--- config.mk ---
export PLATFORM = sky130hd
export DESIGN_NAME = adsr_envelope_generator_core
export DESIGN_NICKNAME = d
export VERILOG_FILES = /design/src/rtl/adsr_pkg.sv /design/src/rtl/adsr_divider.sv /design/src/rtl/adsr_envelope_generator_core.sv
export SDC_FILE = /design/constraint.sdc
export NUM_CORES = 2
export LEC_CHECK = 0
export ABC_AREA = 1
export BUFFER_PORTS_ARGS = -buffer_cell sky130_fd_sc_hd__buf_2
export CAP_MARGIN = 30
export CORE_MARGIN = 10
export CORE_UTILIZATION = 55
export DETAILED_ROUTE_END_ITERATION = 10
export PLACE_DENSITY = 0.71
export SLEW_MARGIN = 20
export SYNTH_ARGS = -nofsm -noshare
export SYNTH_HDL_FRONTEND = slang
export SYNTH_SLANG_ARGS = --single-unit
export TNS_END_PERCENT = 50
--- constraint.sdc ---
create_clock -name i_clk -period 18.85 [get_ports i_clk]
set_input_delay 1.885 -clock i_clk [delete_from_list [all_inputs] [get_ports i_clk]]
set_output_delay 1.885 -clock i_clk [all_outputs]
set_load 0.03 [all_outputs]
--- src/rtl/adsr_pkg.sv ---
// ============================================================================
// adsr_pkg
// Shared types and constants for the linear ADSR envelope generator.
// ============================================================================
`default_nettype none

package adsr_pkg;

    // Field and datapath widths
    localparam int TIME_BITS  = 32;
    localparam int LEVEL_BITS = 16;
    localparam int DUR_BITS   = 24;
    localparam int PROD_BITS  = LEVEL_BITS + DUR_BITS;
    localparam int CNT_BITS   = $clog2(LEVEL_BITS + 1);
    localparam int CFG_IDX_BITS = 3;

    // Levels below 0.0001 of full scale read as silence
    localparam logic [LEVEL_BITS-1:0] EPS_LIMIT =
        LEVEL_BITS'((2 ** LEVEL_BITS + 9999) / 10000);

    // Register indexes
    localparam logic [CFG_IDX_BITS-1:0] CFG_ATTACK  = 3'd0;
    localparam logic [CFG_IDX_BITS-1:0] CFG_DECAY   = 3'd1;
    localparam logic [CFG_IDX_BITS-1:0] CFG_RELEASE = 3'd2;
    localparam logic [CFG_IDX_BITS-1:0] CFG_PEAK    = 3'd3;
    localparam logic [CFG_IDX_BITS-1:0] CFG_HOLD    = 3'd4;

    // Register reset values
    localparam logic [DUR_BITS-1:0]   RST_ATTACK  = 24'd4410;
    localparam logic [DUR_BITS-1:0]   RST_DECAY   = 24'd441;
    localparam logic [DUR_BITS-1:0]   RST_RELEASE = 24'd8820;
    localparam logic [LEVEL_BITS-1:0] RST_PEAK    = 16'd65535;
    localparam logic [LEVEL_BITS-1:0] RST_HOLD    = 16'd52428;

    // Action codes
    localparam logic [1:0] ACT_QUERY    = 2'd0;
    localparam logic [1:0] ACT_NOTE_ON  = 2'd1;
    localparam logic [1:0] ACT_NOTE_OFF = 2'd2;

    // Phase codes
    localparam logic [1:0] PH_ATTACK  = 2'd0;
    localparam logic [1:0] PH_DECAY   = 2'd1;
    localparam logic [1:0] PH_SUSTAIN = 2'd2;
    localparam logic [1:0] PH_RELEASE = 2'd3;

    typedef struct packed {
        logic [1:0]           action;
        logic [TIME_BITS-1:0] sample_time;
    } t_in_item;

    typedef struct packed {
        logic [LEVEL_BITS-1:0] level;
        logic [1:0]            phase;
    } t_out_item;

    // Divider status toward the sequencer
    typedef struct packed {
        logic busy;
        logic done;
    } t_div_stat;

endpackage

`default_nettype wire

--- src/rtl/adsr_divider.sv ---
// ============================================================================
// adsr_divider
// Restoring divider, one quotient bit per cycle. The quotient is known to fit
// in LEVEL_BITS, so the upper numerator bits seed the partial remainder.
// ============================================================================
`default_nettype none

module adsr_divider (
    input  wire                                   i_clk,
    input  wire                                   i_rst_n,
    input  wire                                   i_start,
    input  wire  [adsr_pkg::PROD_BITS-1:0]        i_num,
    input  wire  [adsr_pkg::DUR_BITS-1:0]         i_den,
    output adsr_pkg::t_div_stat                   o_stat,
    output logic [adsr_pkg::LEVEL_BITS-1:0]       o_quot
);

    localparam int LB = adsr_pkg::LEVEL_BITS;
    localparam int DB = adsr_pkg::DUR_BITS;
    localparam int CB = adsr_pkg::CNT_BITS;

    logic [DB-1:0] r_rem;
    logic [LB-1:0] r_lo;
    logic [LB-1:0] r_quot;
    logic [CB-1:0] r_cnt;
    logic          r_busy;
    logic          r_done;

    logic [DB:0]   trial;
    logic [DB-1:0] diff;
    logic          fits;
    logic [DB-1:0] n_rem;

    // One shift-subtract step; the low bits of the difference are exact when it fits
    always_comb begin
        trial = {r_rem, r_lo[LB-1]};
        diff  = trial[DB-1:0] - i_den;
        fits  = (trial >= {1'b0, i_den});
        n_rem = fits ? diff : trial[DB-1:0];
    end

    // Control
    always_ff @(posedge i_clk) begin
        if (!i_rst_n) begin
            r_busy <= 1'b0;
            r_done <= 1'b0;
            r_cnt  <= '0;
        end else begin
            r_done <= 1'b0;
            if (i_start) begin
                r_busy <= 1'b1;
                r_cnt  <= CB'(LB);
            end else if (r_busy) begin
                r_cnt <= r_cnt - 1'b1;
                if (r_cnt == CB'(1)) begin
                    r_busy <= 1'b0;
                    r_done <= 1'b1;
                end
            end
        end
    end

    // Datapath
    always_ff @(posedge i_clk) begin
        if (i_start) begin
            r_rem <= i_num[adsr_pkg::PROD_BITS-1:LB];
            r_lo  <= i_num[LB-1:0];
        end else if (r_busy) begin
            r_rem  <= n_rem;
            r_lo   <= {r_lo[LB-2:0], 1'b0};
            r_quot <= {r_quot[LB-2:0], fits};
        end
    end

    assign o_stat.busy = r_busy;
    assign o_stat.done = r_done;
    assign o_quot      = r_quot;

endmodule

`default_nettype wire

--- src/rtl/adsr_envelope_generator_core.sv ---
// ============================================================================
// adsr_envelope_generator_core
// Linear ADSR envelope: latches note on/off times, picks the phase from the
// elapsed time and scales the ramp with one multiply and a serial divide.
// ============================================================================
// Sequencing: a ramp phase passes S_DIFF, S_SEL, S_MUL, S_DIV and S_FIN
//   (one multiply, then the serial divide); sustain or silent release skips S_MUL and S_DIV.
// Throughput: the core takes no new item until the last one has left S_FIN;
//   the input is held off while an item works, and a finished item waits in
//   S_FIN until the output register is free to take its result.
// Reset: synchronous active low; note state cleared (gate released), the
//   registers return to their defaults, no result pending.
`default_nettype none

module adsr_envelope_generator_core (
    input  wire                                    i_clk,
    input  wire                                    i_rst_n,
    // input channel
    input  wire                                    i_in_valid,
    output logic                                   o_in_ready,
    input  adsr_pkg::t_in_item                     i_in_data,
    // output channel
    output logic                                   o_out_valid,
    input  wire                                    i_out_ready,
    output adsr_pkg::t_out_item                    o_out_data,
    // configuration
    input  wire                                    i_cfg_we,
    input  wire  [adsr_pkg::CFG_IDX_BITS-1:0]      i_cfg_index,
    input  wire  [adsr_pkg::DUR_BITS-1:0]          i_cfg_data
);

    localparam int TB = adsr_pkg::TIME_BITS;
    localparam int LB = adsr_pkg::LEVEL_BITS;
    localparam int DB = adsr_pkg::DUR_BITS;
    localparam int PB = adsr_pkg::PROD_BITS;

    typedef enum logic [5:0] {
        S_IDLE = 6'b000001,
        S_DIFF = 6'b000010,
        S_SEL  = 6'b000100,
        S_MUL  = 6'b001000,
        S_DIV  = 6'b010000,
        S_FIN  = 6'b100000
    } t_state;

    // How the final level is formed
    typedef enum logic [1:0] {
        M_DIRECT = 2'd0,
        M_QUOT   = 2'd1,
        M_ADD    = 2'd2,
        M_SUB    = 2'd3
    } t_mode;

    // Configuration registers
    logic [DB-1:0] r_attack, r_decay, r_release;
    logic [LB-1:0] r_peak, r_hold;

    // Note state
    logic [TB-1:0] r_start_time, r_stop_time;
    logic          r_gate;

    // Sequencer and working registers
    t_state        r_state, n_state;
    logic [TB-1:0] r_now;
    logic [TB-1:0] r_elapsed;
    t_mode         r_mode;
    logic [1:0]    r_phase;
    logic [LB-1:0] r_base;
    logic [LB-1:0] r_mul_a;
    logic [DB-1:0] r_mul_b;
    logic [DB-1:0] r_den;
    logic [PB-1:0] r_prod;
    logic          r_div_go;

    // Output register
    logic          r_out_valid;
    adsr_pkg::t_out_item r_out;

    adsr_pkg::t_div_stat div_stat;
    logic [LB-1:0] div_quot;

    logic          in_xfer;
    logic          out_free;

    // Phase selection results
    t_mode         sel_mode;
    logic [1:0]    sel_phase;
    logic [LB-1:0] sel_base, sel_a;
    logic [DB-1:0] sel_b, sel_den;
    logic [TB-1:0] decay_pos;

    assign in_xfer  = i_in_valid && o_in_ready;
    assign out_free = !r_out_valid || i_out_ready;

    // Register writes
    always_ff @(posedge i_clk) begin
        if (!i_rst_n) begin
            r_attack  <= adsr_pkg::RST_ATTACK;
            r_decay   <= adsr_pkg::RST_DECAY;
            r_release <= adsr_pkg::RST_RELEASE;
            r_peak    <= adsr_pkg::RST_PEAK;
            r_hold    <= adsr_pkg::RST_HOLD;
        end else if (i_cfg_we) begin
            unique case (i_cfg_index)
                adsr_pkg::CFG_ATTACK:  r_attack  <= i_cfg_data;
                adsr_pkg::CFG_DECAY:   r_decay   <= i_cfg_data;
                adsr_pkg::CFG_RELEASE: r_release <= i_cfg_data;
                adsr_pkg::CFG_PEAK:    r_peak    <= i_cfg_data[LB-1:0];
                adsr_pkg::CFG_HOLD:    r_hold    <= i_cfg_data[LB-1:0];
                default: ;
            endcase
        end
    end

    // Note on/off latch
    always_ff @(posedge i_clk) begin
        if (!i_rst_n) begin
            r_start_time <= '0;
            r_stop_time  <= '0;
            r_gate       <= 1'b0;
        end else if (in_xfer) begin
            if (i_in_data.action == adsr_pkg::ACT_NOTE_ON) begin
                r_start_time <= i_in_data.sample_time;
                r_gate       <= 1'b1;
            end else if (i_in_data.action == adsr_pkg::ACT_NOTE_OFF) begin
                r_stop_time <= i_in_data.sample_time;
                r_gate      <= 1'b0;
            end
        end
    end

    // Next state
    always_comb begin
        n_state = r_state;
        unique case (r_state)
            S_IDLE: if (in_xfer) n_state = S_DIFF;
            S_DIFF: n_state = S_SEL;
            S_SEL:  n_state = (sel_mode == M_DIRECT) ? S_FIN : S_MUL;
            S_MUL:  n_state = S_DIV;
            S_DIV:  if (div_stat.done) n_state = S_FIN;
            S_FIN:  if (out_free) n_state = S_IDLE;
            default: n_state = S_IDLE;
        endcase
    end

    // Phase selection from elapsed time
    always_comb begin
        decay_pos  = r_elapsed - TB'(r_attack);
        sel_mode   = M_DIRECT;
        sel_phase  = adsr_pkg::PH_RELEASE;
        sel_base   = '0;
        sel_a      = r_hold;
        sel_b      = r_release - r_elapsed[DB-1:0];
        sel_den    = r_release;
        if (r_gate) begin
            if (r_attack != '0 && r_elapsed <= TB'(r_attack)) begin
                sel_mode   = M_QUOT;
                sel_phase  = adsr_pkg::PH_ATTACK;
                sel_a      = r_peak;
                sel_b      = r_elapsed[DB-1:0];
                sel_den    = r_attack;
            end else if (r_decay != '0 && decay_pos <= TB'(r_decay)) begin
                sel_phase = adsr_pkg::PH_DECAY;
                sel_base  = r_peak;
                sel_b     = decay_pos[DB-1:0];
                sel_den   = r_decay;
                if (r_hold >= r_peak) begin
                    sel_mode   = M_ADD;
                    sel_a      = r_hold - r_peak;
                end else begin
                    sel_mode   = M_SUB;
                    sel_a      = r_peak - r_hold;
                end
            end else begin
                sel_phase = adsr_pkg::PH_SUSTAIN;
                sel_base  = r_hold;
            end
        end else if (r_release != '0 && r_elapsed < TB'(r_release)) begin
            sel_mode = M_QUOT;
        end
    end

    // Final level with epsilon floor
    logic [LB-1:0] fin_level;
    always_comb begin
        unique case (r_mode)
            M_DIRECT: fin_level = r_base;
            M_QUOT:   fin_level = div_quot;
            M_ADD:    fin_level = r_base + div_quot;
            M_SUB:    fin_level = r_base - div_quot;
            default:  fin_level = r_base;
        endcase
        if (fin_level < adsr_pkg::EPS_LIMIT) begin
            fin_level = '0;
        end
    end

    // Sequencer control
    always_ff @(posedge i_clk) begin
        if (!i_rst_n) begin
            r_state     <= S_IDLE;
            r_div_go    <= 1'b0;
            r_out_valid <= 1'b0;
        end else begin
            r_state  <= n_state;
            r_div_go <= (r_state == S_MUL);
            if (r_state == S_FIN && out_free) begin
                r_out_valid <= 1'b1;
            end else if (i_out_ready) begin
                r_out_valid <= 1'b0;
            end
        end
    end

    // Working datapath
    always_ff @(posedge i_clk) begin
        unique case (r_state)
            S_IDLE: r_now <= i_in_data.sample_time;
            S_DIFF: r_elapsed <= r_now - (r_gate ? r_start_time : r_stop_time);
            S_SEL: begin
                r_mode  <= sel_mode;
                r_phase <= sel_phase;
                r_base  <= sel_base;
                r_mul_a <= sel_a;
                r_mul_b <= sel_b;
                r_den   <= sel_den;
            end
            S_MUL: r_prod <= PB'(r_mul_a) * PB'(r_mul_b);
            S_DIV: ;
            S_FIN: begin
                if (out_free) begin
                    r_out.level <= fin_level;
                    r_out.phase <= r_phase;
                end
            end
            default: ;
        endcase
    end

    adsr_divider u_div (
        .i_clk   (i_clk),
        .i_rst_n (i_rst_n),
        .i_start (r_div_go),
        .i_num   (r_prod),
        .i_den   (r_den),
        .o_stat  (div_stat),
        .o_quot  (div_quot)
    );

    assign o_in_ready  = (r_state == S_IDLE);
    assign o_out_valid = r_out_valid;
    assign o_out_data  = r_out;

    // Checks
    a_div_idle_on_start: assert property (@(posedge i_clk) disable iff (!i_rst_n)
        r_div_go |-> !div_stat.busy)
        else $error("divider started while busy");

    a_accept_to_diff: assert property (@(posedge i_clk) disable iff (!i_rst_n)
        in_xfer |=> r_state == S_DIFF)
        else $error("transfer did not start the sequencer");

    a_done_to_fin: assert property (@(posedge i_clk) disable iff (!i_rst_n)
        (r_state == S_DIV && div_stat.done) |=> r_state == S_FIN)
        else $error("divide result not consumed");

    a_eps_floor: assert property (@(posedge i_clk) disable iff (!i_rst_n)
        (r_out_valid && r_out.level != '0) |-> r_out.level >= adsr_pkg::EPS_LIMIT)
        else $error("level below epsilon delivered");

endmodule

`default_nettype wire
==> impl_results.md <==
* Die W at 293 µm
* Post-Route WL at 119,000 µm
* Async S/R FF share, synth at 0%
* Initial DRC count at 2,748
* Synth Instances at 5,273
* Total design power at 2.80 mW
* Register area share after synthesis at 28.2%
* Netlist cell types at 56
* Kind of critical path: flip-flop to flip-flop
* Via count at 34,700
* Setup_tns at 0 ps
* Overall die height at 293 µm
* Slowest-stage cell, CP: edfxtp_1
* Clock share of power at 37.2%
* Layout cells sized above 1 at 5.14%
* Post-synth EDFFs at 262
* Slew HR at 32.2%
* Largest net degree at the start of global routing at 101
* Crit path DAT at 6990 ps
* Worst Path Required at 19,200 ps
* Kind of end point of the critical path: flip-flop
* Routed WL per cell at 19.0 µm
* MaxCap Viol Count at 0
* H-tree Lvls at 2
* Synth area leaders: edfxtp_1 19%, fa_1 15%, nand2_1 11%
* Clk root buf: clkbuf_16
* Syn Area/Cell at 7.77 µm²
* Most frequent cell after synthesis: nand2_1
* Final hold viol count at 0
* Dpl ws at 12,110 ps
* Yosys warns at 0
* Tcrit/Tclk final at 35.3%
* Peak supply drop at 0.0000853 V
* CTS tree: built
* Slew @ Worst Pin at 1010 ps
* Number of buffer and inverter stages on the critical path at 6
* CP peak stage delay at 970 ps
* Most common library cells after synthesis: 1,190 x nand2_1, 1,014 x inv_1, 355 x o21ai_0
* Area growth syn-to-layout at 7.58%
* Placement Rows at 99
* CTS Sinks at 446
* RSZ-0062 raised after global routing: no
* Final core utilization at 60.1%
* Status: finished, final reports clean
* Clock latency on the worst-skew pair at 630 ps
* Part of the power in registers at 39.3%
* Final setup fails at 0
* Fin Hold WS at 425 ps
* Post-synth top area cell: edfxtp_1
* Max Transition Viols Final at 0
* Worst Hold Class: flip-flop to flip-flop
* Post-CTS repair timing setup buffer count at 0
* Synth top area share at 19.2%
* # DRC at 0
* Int Pwr at 1.92 mW
* Hold buffer count at cts at 0
* Max FO, Critical Path at 24
* Vias in the first global route at 34,100
* PostCTS Resize Cnt at 0
* Detailed Place HPWL at 92,500 µm
* Ports at 86
* Leakage power at 21.9 nW
* Die area at 0.0858 mm²
* Nets at 5,946
* Number of buffers created by CTS at 51
* Clk slew on worst S/H paths at 70 ps
* Initial antenna violation count at 7
* Sw Pwr at 0.878 mW
* CORE AREA at 0.0733 mm²
* Fin crit period at 6650 ps
* Initial Util at 55.8%
* First-pass GRT wire length at 187,000 µm
* Skew final at 43.9 ps
* Yosys reg bits at 446
* Total power per unit cell area at 63.6 mW/mm²
* Critical path cell sequence: nand2_1 -> fa_1 -> inv_1 -> fa_1 -> inv_1 -> fa_1 -> inv_1 -> fa_1 -> fa_1 -> inv_1 -> fa_1 -> inv_1 -> ha_1 -> a21oi_1 -> o21ai_0 -> a211oi_1 -> o21ai_0 -> a21oi_1 -> inv_1 -> a21oi_1 -> o21ai_0 -> xor2_1
* TritonRoute pass-1 iters at 6
* Setup slack after layout at 12,200 ps
* Final GP Congestion at 0.974
* Via density at 5.55
* Max Root-Sink Buffers at 3
* # port buffers at 85
* Primary FF master, synth: edfxtp_1
* Net count after synthesis at 5,965
* Combinational group share of total power at 23.6%
* Peak Freq at 0.150 GHz
* Total grt overflow at 0
* Gr usage total at 27.4%
* Number of routed nets with antenna violations at 0
* Cell Area, Synth at 0.0410 mm²
* Sw Ratio at 31.3%
* Worst path top cell family by delay: adder cells
* Worst Setup Start Kind: flip-flop
## cell usage in the layout (no fill, tap or decap), types with 11 or more instances in the layout
cell type and instances:
fa_1 313, o21a_1 13, xnor2_1 69, nand4_1 36
mux2i_1 29, a21oi_1 290, nor3_1 38, o21ai_0 355
nand3b_1 18, o22ai_1 11, a31oi_1 14, xor2_1 104
a22oi_1 20, buf_4 37, a21o_1 21, nand2_1 1188
nor4_1 17, nand3_1 175, o211ai_1 35, edfxtp_1 262
inv_1 1013, dfxtp_1 182, nor2_1 345, o21bai_1 39
clkbuf_16 52, o21ai_1 46, buf_2 84, ha_1 313
## through the flow
| step | cells | instance area, µm² |
|---|---|---|
| after floorplan | 5273 | 41000 |
| after global placement | 6145 | 42000 |
| after detailed placement | 6147 | 42100 |
| after CTS | 6240 | 43800 |
| after global routing | 6253 | 44100 |
| final | 6254 | 44100 |
## metal layers
layer	vias to the layer above	wire length, µm	track usage (%)
met5	-	28	0
met4	4	4390	9.87
met3	236	8180	3.31
met2	1126	57500	47.4
met1	16600	48900	34.9
li1	16700	-	-
## cell type report
cell class | count | area [µm²]
fill | 6694 | 29300
multi-input combinational | 3595 | 24700
sequential | 446 | 11600
inverter | 1024 | 3840
clock buffer | 65 | 1400
tap | 959 | 1200
timing repair buffer | 136 | 1020
clock inverter | 28 | 327
antenna | 1 | 2.50
## worst reg2reg max path, cell delays in order (launching register included)
cell      delay (ps)
edfxtp_1         970
nand2_1          210
fa_1             580
inv_1             50
fa_1             500
inv_1             50
fa_1             530
inv_1             50
fa_1             460
fa_1             490
inv_1             50
fa_1             530
inv_1             40
ha_1             350
a21oi_1          190
o21ai_0          140
a211oi_1         220
o21ai_0          180
a21oi_1          220
inv_1             70
a21oi_1          200
o21ai_0          120
xor2_1           150
## flip-flops by register name, summed over array words and instances (netlist names), 2 cells and up
register and flops:
r_stop_time 32, u_div.r_rem 24, r_attack 24, r_state 6, r_release 24, r_start_time 32, r_prod 40, r_phase 2
r_mode 2, u_div.r_cnt 5, r_peak 16, r_den 24, u_div.r_lo 16, r_elapsed 32, r_base 16, r_hold 16
r_mul_b 24, o_out_data 18, r_now 32, r_decay 24, u_div.o_quot 16, r_mul_a 16
## path summary, 6_finish.rpt
path	from	endpoint	slack, ps	cells past startpoint
hold reg to reg	r_phase[0]	o_out_data[0]	420	0
setup reg to reg	r_mul_a[7]	r_prod[29]	12200	22
setup / recovery	r_mul_a[7]	r_prod[29]	12200	22
hold / removal	r_phase[0]	o_out_data[0]	420	0
## cells by family (layout without fill, tap and decap cells)
kind of cell	count (synthesis)	in the layout	share of synthesized area (%)
fa+ha+maj	626	626	24.9
xor+xnor	173	173	3.70
compound gates	908	908	12.6
flops	446	446	28.2
buf+inv	1232	1253	11.5
mux	29	29	0.709
simple gates	1859	1859	18.5
other cells	0	1	0
## power by group through the flow
| stage | Combinational [mW] | Clock (mW) | Sequential (mW) |
|---|---|---|---|
| 2_1_floorplan | 0.464 | 0 | 1.11 |
| 3_3_place_gp | 0.646 | 0 | 1.12 |
| 3_5_place_dp | 0.650 | 0 | 1.12 |
| 4_1_cts | 0.654 | 1.05 | 1.10 |
| 5_1_grt | 0.741 | 1.09 | 1.10 |
| 6_report | 0.660 | 1.04 | 1.10 |
(Power assumes the default switching activity.)
